--- config.mk ---
export PLATFORM = sky130hd
export DESIGN_NAME = error_blink_code_sequencer
export DESIGN_NICKNAME = d
export VERILOG_FILES = /design/src/ebc_pkg.sv /design/src/ebc_ram.sv /design/src/ebc_store.sv /design/src/error_blink_code_sequencer.sv
export SDC_FILE = /design/constraint.sdc
export NUM_CORES = 1
export LEC_CHECK = 0
export ABC_AREA = 1
export BUFFER_PORTS_ARGS = -buffer_cell sky130_fd_sc_hd__buf_2
export CAP_MARGIN = 20
export CORE_ASPECT_RATIO = 0.75
export CORE_MARGIN = 2
export CORE_UTILIZATION = 62
export CTS_BUF_LIST = sky130_fd_sc_hd__clkbuf_16
export DETAILED_ROUTE_END_ITERATION = 10
export PLACE_DENSITY = 0.8
export SYNTH_ARGS = -nofsm -noshare
export SYNTH_HDL_FRONTEND = slang
export SYNTH_SLANG_ARGS = --single-unit
--- constraint.sdc ---
create_clock -name clk -period 2.8 [get_ports clk]
set_input_delay 0.7 -clock clk [delete_from_list [all_inputs] [get_ports clk]]
set_output_delay 0.7 -clock clk [all_outputs]
set_load 0.05 [all_outputs]
--- src/ebc_pkg.sv ---
package ebc_pkg;

  // widths fixed by the item and register formats
  localparam int COUNT_W = 8;
  localparam int TICK_W  = 16;

  // function codes of an input word
  typedef enum logic [1:0] {
    FUNC_TICK  = 2'd0,
    FUNC_SET   = 2'd1,
    FUNC_CLEAR = 2'd2,
    FUNC_NONE  = 2'd3
  } func_t;

  // blink phase of the code under way
  typedef enum logic [1:0] {
    PH_SCAN = 2'd0,
    PH_ON   = 2'd1,
    PH_OFF  = 2'd2,
    PH_GAP  = 2'd3
  } phase_t;

  // sequencer states
  typedef enum logic [3:0] {
    S_IDLE = 4'b0001,
    S_RDK  = 4'b0010,
    S_SCAN = 4'b0100,
    S_EMIT = 4'b1000
  } state_t;

  // configuration register indexes
  localparam logic [1:0] REG_ON_TICKS    = 2'd0;
  localparam logic [1:0] REG_OFF_TICKS   = 2'd1;
  localparam logic [1:0] REG_GAP_TICKS   = 2'd2;
  localparam logic [1:0] REG_COUNT_LIMIT = 2'd3;

  // register reset values
  localparam logic [TICK_W-1:0]  ON_TICKS_RST    = 16'd80;
  localparam logic [TICK_W-1:0]  OFF_TICKS_RST   = 16'd320;
  localparam logic [TICK_W-1:0]  GAP_TICKS_RST   = 16'd1200;
  localparam logic [COUNT_W-1:0] COUNT_LIMIT_RST = 8'd255;

  // a zero duration acts as one tick
  function automatic logic [TICK_W-1:0] load_len(input logic [TICK_W-1:0] v);
    load_len = (v == '0) ? TICK_W'(1) : v;
  endfunction

endpackage

--- src/ebc_ram.sv ---
module ebc_ram #(
  parameter int WIDTH = 8,
  parameter int DEPTH = 16,
  localparam int AW = $clog2(DEPTH)
) (
  input  logic             clk,
  input  logic             we,
  input  logic [AW-1:0]    waddr,
  input  logic [WIDTH-1:0] wdata,
  input  logic [AW-1:0]    raddr,
  output logic [WIDTH-1:0] rdata
);

  logic [WIDTH-1:0] mem [DEPTH];

  // one write port, one registered read port
  always_ff @(posedge clk) begin
    if (we) begin
      mem[waddr] <= wdata;
    end
    rdata <= mem[raddr];
  end

endmodule

--- src/ebc_store.sv ---
module ebc_store #(
  parameter int KIND_COUNT = 16,
  localparam int KW = $clog2(KIND_COUNT)
) (
  input  logic                       clk,
  input  logic                       rst,
  input  logic [KW-1:0]              raddr,
  input  logic                       we,
  input  logic [KW-1:0]              waddr,
  input  logic [ebc_pkg::COUNT_W-1:0] wdata,
  output logic [ebc_pkg::COUNT_W-1:0] rdata
);

  logic [KIND_COUNT-1:0]       vld;
  logic                        rd_vld;
  logic                        rd_one;
  logic [ebc_pkg::COUNT_W-1:0] ram_q;

  ebc_ram #(
    .WIDTH(ebc_pkg::COUNT_W),
    .DEPTH(KIND_COUNT)
  ) u_ram (
    .clk  (clk),
    .we   (we),
    .waddr(waddr),
    .wdata(wdata),
    .raddr(raddr),
    .rdata(ram_q)
  );

  // per-entry written flags, cleared at reset
  always_ff @(posedge clk) begin
    if (rst) begin
      vld <= '0;
    end else if (we) begin
      vld[waddr] <= 1'b1;
    end
  end

  // flag and reset value travel with the read data
  always_ff @(posedge clk) begin
    rd_vld <= vld[raddr];
    rd_one <= (raddr == KW'(1));
  end

  // unwritten entries read as reset value: heartbeat kind holds one
  assign rdata = rd_vld ? ram_q : ebc_pkg::COUNT_W'(rd_one);

endmodule

--- src/error_blink_code_sequencer.sv ---
// channel   | valid      | stall      | payload
// ----------+------------+------------+----------------------------------
// input     | in_valid   | in_stall   | func, error_kind
// output    | out_valid  | out_stall  | led_on, showing_kind, kind_count
// config    | cfg_wen    | (none)     | cfg_index, cfg_data
//
// set, clear and unused words go through S_RDK and S_EMIT to the result register,
// and the next word is taken once the sequencer is back in S_IDLE.
// a tick takes the same path, or goes through S_SCAN before the result register
// when it looks for the next kind with a nonzero counter: one counter memory
// read per cycle.
// reset: counters read as zero, heartbeat kind as one; no clearing pass.
// one word is worked on at a time; a new word is taken while the previous
// result still waits in the output register behind out_stall, and the word
// after that waits until the output register is free.
module error_blink_code_sequencer #(
  parameter int KIND_COUNT = 16
) (
  input  logic        clk,
  input  logic        rst,
  input  logic        in_valid,
  output logic        in_stall,
  input  logic [1:0]  func,
  input  logic [3:0]  error_kind,
  output logic        out_valid,
  input  logic        out_stall,
  output logic        led_on,
  output logic [3:0]  showing_kind,
  output logic [7:0]  kind_count,
  input  logic        cfg_wen,
  input  logic [1:0]  cfg_index,
  input  logic [15:0] cfg_data
);

  localparam int KW = $clog2(KIND_COUNT);
  localparam int SW = (KW > 4) ? KW : 4;
  localparam int CW = ebc_pkg::COUNT_W;
  localparam int TW = ebc_pkg::TICK_W;

  ebc_pkg::state_t state, state_next;
  ebc_pkg::phase_t phase, phase_next;
  ebc_pkg::func_t  func_q;
  logic [3:0]      kind_q;

  logic [TW-1:0] on_ticks, off_ticks, gap_ticks;
  logic [CW-1:0] count_limit;

  logic [KW-1:0] current_kind, current_kind_next;
  logic [KW-1:0] flashes_done, flashes_done_next;
  logic [TW-1:0] ticks_left, ticks_left_next;
  logic          led_level, led_level_next;
  logic [CW-1:0] res_cnt, res_cnt_next;
  logic [KW-1:0] scan_k, scan_k_next;
  logic [KW-1:0] chk_k;
  logic          chk_v, chk_v_next;
  logic [KW-1:0] rem, rem_next;

  logic          accept;
  logic [SW-1:0] in_kind_ext, q_kind_ext, cur_ext;
  logic          kind_ok;
  logic [KW-1:0] raddr;
  logic [CW-1:0] rd_cnt;
  logic [CW-1:0] cnt_inc;
  logic          st_we;
  logic [CW-1:0] st_wdata;
  logic [KW-1:0] start_k, step_k, flash_inc;
  logic [TW-1:0] on_len, off_len, gap_len;
  logic          emit_go;

  assign in_stall = (state != ebc_pkg::S_IDLE);
  assign accept   = in_valid && !in_stall;

  // kind number fitted to the memory address width
  assign in_kind_ext = SW'(error_kind);
  assign q_kind_ext  = SW'(kind_q);
  assign cur_ext     = SW'(current_kind);
  assign kind_ok     = (32'(kind_q) < 32'(KIND_COUNT));

  // read the addressed counter on accept, walk the kinds while scanning
  assign raddr = (state == ebc_pkg::S_IDLE) ? in_kind_ext[KW-1:0] : scan_k;

  // read-modify-write of the addressed counter; no word is accepted
  // until the write-back is done, so reads never overlap a pending write
  assign cnt_inc  = (rd_cnt < count_limit) ? rd_cnt + CW'(1) : rd_cnt;
  assign st_we    = (state == ebc_pkg::S_RDK) && kind_ok &&
                    (func_q == ebc_pkg::FUNC_SET || func_q == ebc_pkg::FUNC_CLEAR);
  assign st_wdata = (func_q == ebc_pkg::FUNC_SET) ? cnt_inc : '0;

  ebc_store #(
    .KIND_COUNT(KIND_COUNT)
  ) u_store (
    .clk  (clk),
    .rst  (rst),
    .raddr(raddr),
    .we   (st_we),
    .waddr(q_kind_ext[KW-1:0]),
    .wdata(st_wdata),
    .rdata(rd_cnt)
  );

  // scan order wraps over kinds 1 .. KIND_COUNT-1
  assign start_k   = (current_kind == KW'(KIND_COUNT - 1)) ? KW'(1) : current_kind + KW'(1);
  assign step_k    = (scan_k == KW'(KIND_COUNT - 1)) ? KW'(1) : scan_k + KW'(1);
  assign flash_inc = flashes_done + KW'(1);
  assign on_len    = ebc_pkg::load_len(on_ticks);
  assign off_len   = ebc_pkg::load_len(off_ticks);
  assign gap_len   = ebc_pkg::load_len(gap_ticks);
  assign emit_go   = (state == ebc_pkg::S_EMIT) && (!out_valid || !out_stall);

  // sequencer next state
  always_comb begin
    state_next        = state;
    phase_next        = phase;
    current_kind_next = current_kind;
    flashes_done_next = flashes_done;
    ticks_left_next   = ticks_left;
    led_level_next    = led_level;
    res_cnt_next      = res_cnt;
    scan_k_next       = step_k;
    chk_v_next        = 1'b1;
    rem_next          = rem;
    unique case (state)
      ebc_pkg::S_IDLE: begin
        if (accept) begin
          state_next = ebc_pkg::S_RDK;
        end
      end
      ebc_pkg::S_RDK: begin
        state_next = ebc_pkg::S_EMIT;
        if (!kind_ok) begin
          res_cnt_next = '0;
        end else if (func_q == ebc_pkg::FUNC_SET || func_q == ebc_pkg::FUNC_CLEAR) begin
          res_cnt_next = st_wdata;
        end else begin
          res_cnt_next = rd_cnt;
        end
        if (func_q == ebc_pkg::FUNC_TICK) begin
          scan_k_next = start_k;
          chk_v_next  = 1'b0;
          rem_next    = KW'(KIND_COUNT - 1);
          case (phase)
            ebc_pkg::PH_SCAN: begin
              state_next = ebc_pkg::S_SCAN;
            end
            ebc_pkg::PH_ON: begin
              led_level_next = 1'b1;
              if (ticks_left > TW'(1)) begin
                ticks_left_next = ticks_left - TW'(1);
              end else begin
                phase_next      = ebc_pkg::PH_OFF;
                ticks_left_next = off_len;
              end
            end
            ebc_pkg::PH_OFF: begin
              led_level_next = 1'b0;
              if (ticks_left > TW'(1)) begin
                ticks_left_next = ticks_left - TW'(1);
              end else begin
                flashes_done_next = flash_inc;
                if (flash_inc < current_kind) begin
                  phase_next      = ebc_pkg::PH_ON;
                  ticks_left_next = on_len;
                end else begin
                  phase_next      = ebc_pkg::PH_GAP;
                  ticks_left_next = gap_len;
                end
              end
            end
            default: begin
              led_level_next = 1'b0;
              if (ticks_left > TW'(1)) begin
                ticks_left_next = ticks_left - TW'(1);
              end else begin
                ticks_left_next = '0;
                state_next      = ebc_pkg::S_SCAN;
              end
            end
          endcase
        end
      end
      ebc_pkg::S_SCAN: begin
        if (chk_v && rd_cnt != '0) begin
          // next kind found: start its first flash
          state_next        = ebc_pkg::S_EMIT;
          current_kind_next = chk_k;
          flashes_done_next = '0;
          if (phase == ebc_pkg::PH_SCAN) begin
            // this tick is already the first lit tick
            led_level_next = 1'b1;
            if (on_len > TW'(1)) begin
              phase_next      = ebc_pkg::PH_ON;
              ticks_left_next = on_len - TW'(1);
            end else begin
              phase_next      = ebc_pkg::PH_OFF;
              ticks_left_next = off_len;
            end
          end else begin
            phase_next      = ebc_pkg::PH_ON;
            ticks_left_next = on_len;
          end
        end else if (chk_v && rem == KW'(1)) begin
          // nothing set: stay dark
          state_next        = ebc_pkg::S_EMIT;
          current_kind_next = '0;
          flashes_done_next = '0;
          phase_next        = ebc_pkg::PH_SCAN;
          led_level_next    = 1'b0;
        end else if (chk_v) begin
          rem_next = rem - KW'(1);
        end
      end
      ebc_pkg::S_EMIT: begin
        if (emit_go) begin
          state_next = ebc_pkg::S_IDLE;
        end
      end
      default: begin
        state_next = ebc_pkg::S_IDLE;
      end
    endcase
  end

  // sequencer registers
  always_ff @(posedge clk) begin
    if (rst) begin
      state        <= ebc_pkg::S_IDLE;
      phase        <= ebc_pkg::PH_SCAN;
      current_kind <= '0;
      flashes_done <= '0;
      ticks_left   <= '0;
      led_level    <= 1'b0;
      chk_v        <= 1'b0;
      rem          <= '0;
      scan_k       <= KW'(1);
    end else begin
      state        <= state_next;
      phase        <= phase_next;
      current_kind <= current_kind_next;
      flashes_done <= flashes_done_next;
      ticks_left   <= ticks_left_next;
      led_level    <= led_level_next;
      chk_v        <= chk_v_next;
      rem          <= rem_next;
      scan_k       <= scan_k_next;
    end
  end

  // word capture and scan bookkeeping
  always_ff @(posedge clk) begin
    if (accept) begin
      func_q <= ebc_pkg::func_t'(func);
      kind_q <= error_kind;
    end
    res_cnt <= res_cnt_next;
    chk_k   <= scan_k;
  end

  // configuration registers
  always_ff @(posedge clk) begin
    if (rst) begin
      on_ticks    <= ebc_pkg::ON_TICKS_RST;
      off_ticks   <= ebc_pkg::OFF_TICKS_RST;
      gap_ticks   <= ebc_pkg::GAP_TICKS_RST;
      count_limit <= ebc_pkg::COUNT_LIMIT_RST;
    end else if (cfg_wen) begin
      unique case (cfg_index)
        ebc_pkg::REG_ON_TICKS:    on_ticks    <= cfg_data;
        ebc_pkg::REG_OFF_TICKS:   off_ticks   <= cfg_data;
        ebc_pkg::REG_GAP_TICKS:   gap_ticks   <= cfg_data;
        ebc_pkg::REG_COUNT_LIMIT: count_limit <= cfg_data[CW-1:0];
        default: ;
      endcase
    end
  end

  // output register
  always_ff @(posedge clk) begin
    if (rst) begin
      out_valid <= 1'b0;
    end else if (emit_go) begin
      out_valid <= 1'b1;
    end else if (out_valid && !out_stall) begin
      out_valid <= 1'b0;
    end
  end

  always_ff @(posedge clk) begin
    if (emit_go) begin
      led_on       <= led_level;
      showing_kind <= (phase == ebc_pkg::PH_SCAN) ? 4'd0 : cur_ext[3:0];
      kind_count   <= res_cnt;
    end
  end

`ifndef SYNTHESIS
  // a code under way always belongs to a real kind
  assert property (@(posedge clk) disable iff (rst)
    (phase != ebc_pkg::PH_SCAN) |-> (current_kind != '0))
    else $error("blink phase active with no kind selected");

  // a running phase always has ticks left to count, outside a kind scan
  assert property (@(posedge clk) disable iff (rst)
    (phase != ebc_pkg::PH_SCAN && state != ebc_pkg::S_SCAN) |-> (ticks_left != '0))
    else $error("blink phase active with zero ticks left");

  // flashes stay below the kind number while flashing
  assert property (@(posedge clk) disable iff (rst)
    (phase == ebc_pkg::PH_ON || phase == ebc_pkg::PH_OFF) |-> (flashes_done < current_kind))
    else $error("flash count ran past kind number");

  // a lit LED is always part of a shown code
  assert property (@(posedge clk) disable iff (rst)
    (out_valid && led_on) |-> (showing_kind != 4'd0))
    else $error("led lit with no kind shown");
`endif

endmodule

==> out/metrics.csv <==
metric,value,unit
CP max FO,7,
CTS tree,built,
clock skew,17.4,ps
Synth area leaders,"edfxtp_1, dfxtp_1, nand2_1",
critical path data arrival time,3080,ps
Fmax achieved,379,MHz
Synth area leader,edfxtp_1,
final hold viol count,0,
CP most frequent cell,nand2_1,
total grt overflow,0,
cts hold-fix bufs,0,
DR vias,11875,
latest clock arrival within the worst-skew pair,540,ps
sequential share of the synthesized area,52.7,%
filler instances,1648,
Max rail drop VDD,497,uV
Tmin final,2640,ps
Pwr Density,646,nW/um^2
Synth warnings,0,
Post-synth EDFFs,155,
Die Ht,132,um
Pleak,6.28,nW
type of origin of the critical path,register,
Via density,6.09,
worst-margin pin slew,784,ps
clk sinks,282,
ANT nets after route,0,
CP Capture Type,register,
critical path type,register to register,
nets,1698,
Die Span X,175,um
postcts setup bufs,0,
Initial Utilization,63.9,%
IO Port Bufs,43,
final setup vio count,0,
CP max-delay cell,or2_2,
DIE AREA,23200,um^2
Hold Path Class,primary input to register,
layout cells sized above 1,13.0,%
Final Wtd Congestion,0.990,
cts repair resizes,0,
DRT Pass-1 Iters,5,
DP HPWL,29800,um
Synth top area share,34.1,%
status,finished clean,
Syn Area/Cell,8.64,um^2
Max transition margin,47.7,%
root buffer cell,clkbuf_16,
delay of the slowest cell on the worst path,350,ps
Yosys reg bits,282,
CTS HTree Levels,1,
core area,21400,um^2
Post-Route WL,41800,um
period utilization,94.2,%
gate count of the mapped netlist,1579,
largest net degree at the start of global routing,74,
clk slew on worst S/H paths,70,ps
syn_nets,1635,
total power,0.00980,W
Max-cap violations,0,
RSZ-0062 raised after global routing,false,
worst path cell trace,"nor2_1, nand2_1, nor2_1, nand2_2, nand2_1, inv_2, ha_1, or2_2, nand3_4, nand2_2, inv_2, nand3_1, nand4_1, nand3_1, nand2_1, inv_1",
standard-cell rows,46,
Critical Path RT,3240,ps
ys flop type,edfxtp_1,
async set-reset flop share out of synthesis,0,%
area grow syn2layout,11.3,%
1st-iter DRT viols,1837,
commonest cells in the netlist,"nand2_1, nor2_1, o21ai_0, edfxtp_1, inv_1",
most frequent cell after synthesis,nand2_1,
Num CTS Buffers,27,
initial antenna violation count,0,
Slew Limit Fails,0,
ANT cells,0,
clk buf depth,3,
detailed-route DRC error count,0,
sum of negative setup slack,0,ps
number of I/O pins,44,
vias in the first global route,10618,
global-route wire length before repair,63200,um
DR WL/cell,21.4,um
gr usage total,35.9,%
mapped cell area,13600,um^2
Netlist cell types,50,
-- where the power goes --
part / total, W / switching (W) / internal (W) / leakage, nW
clock: 0.00355 / 0.00158 / 0.00196 / 0.434
combinational: 0.00162 / 0.00115 / 0.000473 / 3.38
sequential: 0.00463 / 0.0000986 / 0.00453 / 2.46
-- final cells by class --
class	instances	area, um^2	share of cell area (%)
Clock buffer	29	726	4.78
Tap cell	288	360	2.37
Multi-Input combinational cell	1059	5450	35.9
Clock inverter	20	128	0.841
Timing Repair Buffer	99	661	4.35
Inverter	173	661	4.35
Sequential cell	282	7200	47.4
-- state kept, by name, indices dropped and copies added, names as in the netlist, 8 cells and up --
name                 count
count_limit              8
gap_ticks               16
kind_count               8
off_ticks               16
on_ticks                16
res_cnt                  8
ticks_left              16
u_store.u_ram.mem      128
u_store.u_ram.rdata      8
u_store.vld             16
-- kinds of logic after synthesis --
kind of cell / after synthesis / synth area share [%]
and+or+nand+nor: 625 / 20.3
AOI/OAI and AO/OA: 389 / 15.8
DFF: 282 / 52.7
buffers and inverters: 238 / 7.51
adders and majority gates: 27 / 2.48
xor gates and xnor gates: 18 / 1.16
-- cells in the final DEF, fill, tap and decap left out, drive strengths merged, types with 14 or more instances in the layout --
master,synthesis,routed
nand2,271,271
o21ai,207,207
nor2,199,199
inv,170,178
edfxtp,155,155
dfxtp,127,127
nand3,109,109
a21oi,107,107
buf,39,99
clkbuf,26,29
ha,27,27
nand4,23,23
o21bai,22,22
o22ai,22,22
xor2,15,15
o211ai,15,15
nor3,14,14
-- per-stage QoR --
step                      instance area [um^2]  utilization [%]  hold slack, ps  cells  worst slack, ps
after global routing                     15200             71.1             334   1950            0.910
after global placement                   14300             67.0             366   1901              115
after floorplan                          13600                -             352   1579              469
final                                    15200             71.1             345   1950              162
after CTS                                15200             71.0             332   1950             53.8
after detailed placement                 14300             67.0             379   1901             73.7
-- final timing paths --
check,start,endpoint,slack (ps),cells past startpoint
setup / recovery,on_ticks[6],ticks_left[4],160,16
hold / removal,func[1],func_q[1],340,1
setup reg to reg,on_ticks[6],ticks_left[4],160,16
hold reg to reg,scan_k[3],chk_k[3],390,0
-- metal layers --
layer,up-vias,wire length [um],GRT usage [%]
met5,-,0,0
met4,0,614,6.20
met3,54,5500,7.39
met2,760,16800,49.1
met1,5583,18800,58.7
li1,5478,-,-
-- worst max-delay path: cells and delay by family (launching register included) --
kind / cells / cell delay (ps)
flops: 1 / 330
fa+ha+maj: 1 / 220
buf+inv: 3 / 220
simple gates: 12 / 1770
No activity file was read; power rests on OpenSTA's default activity.
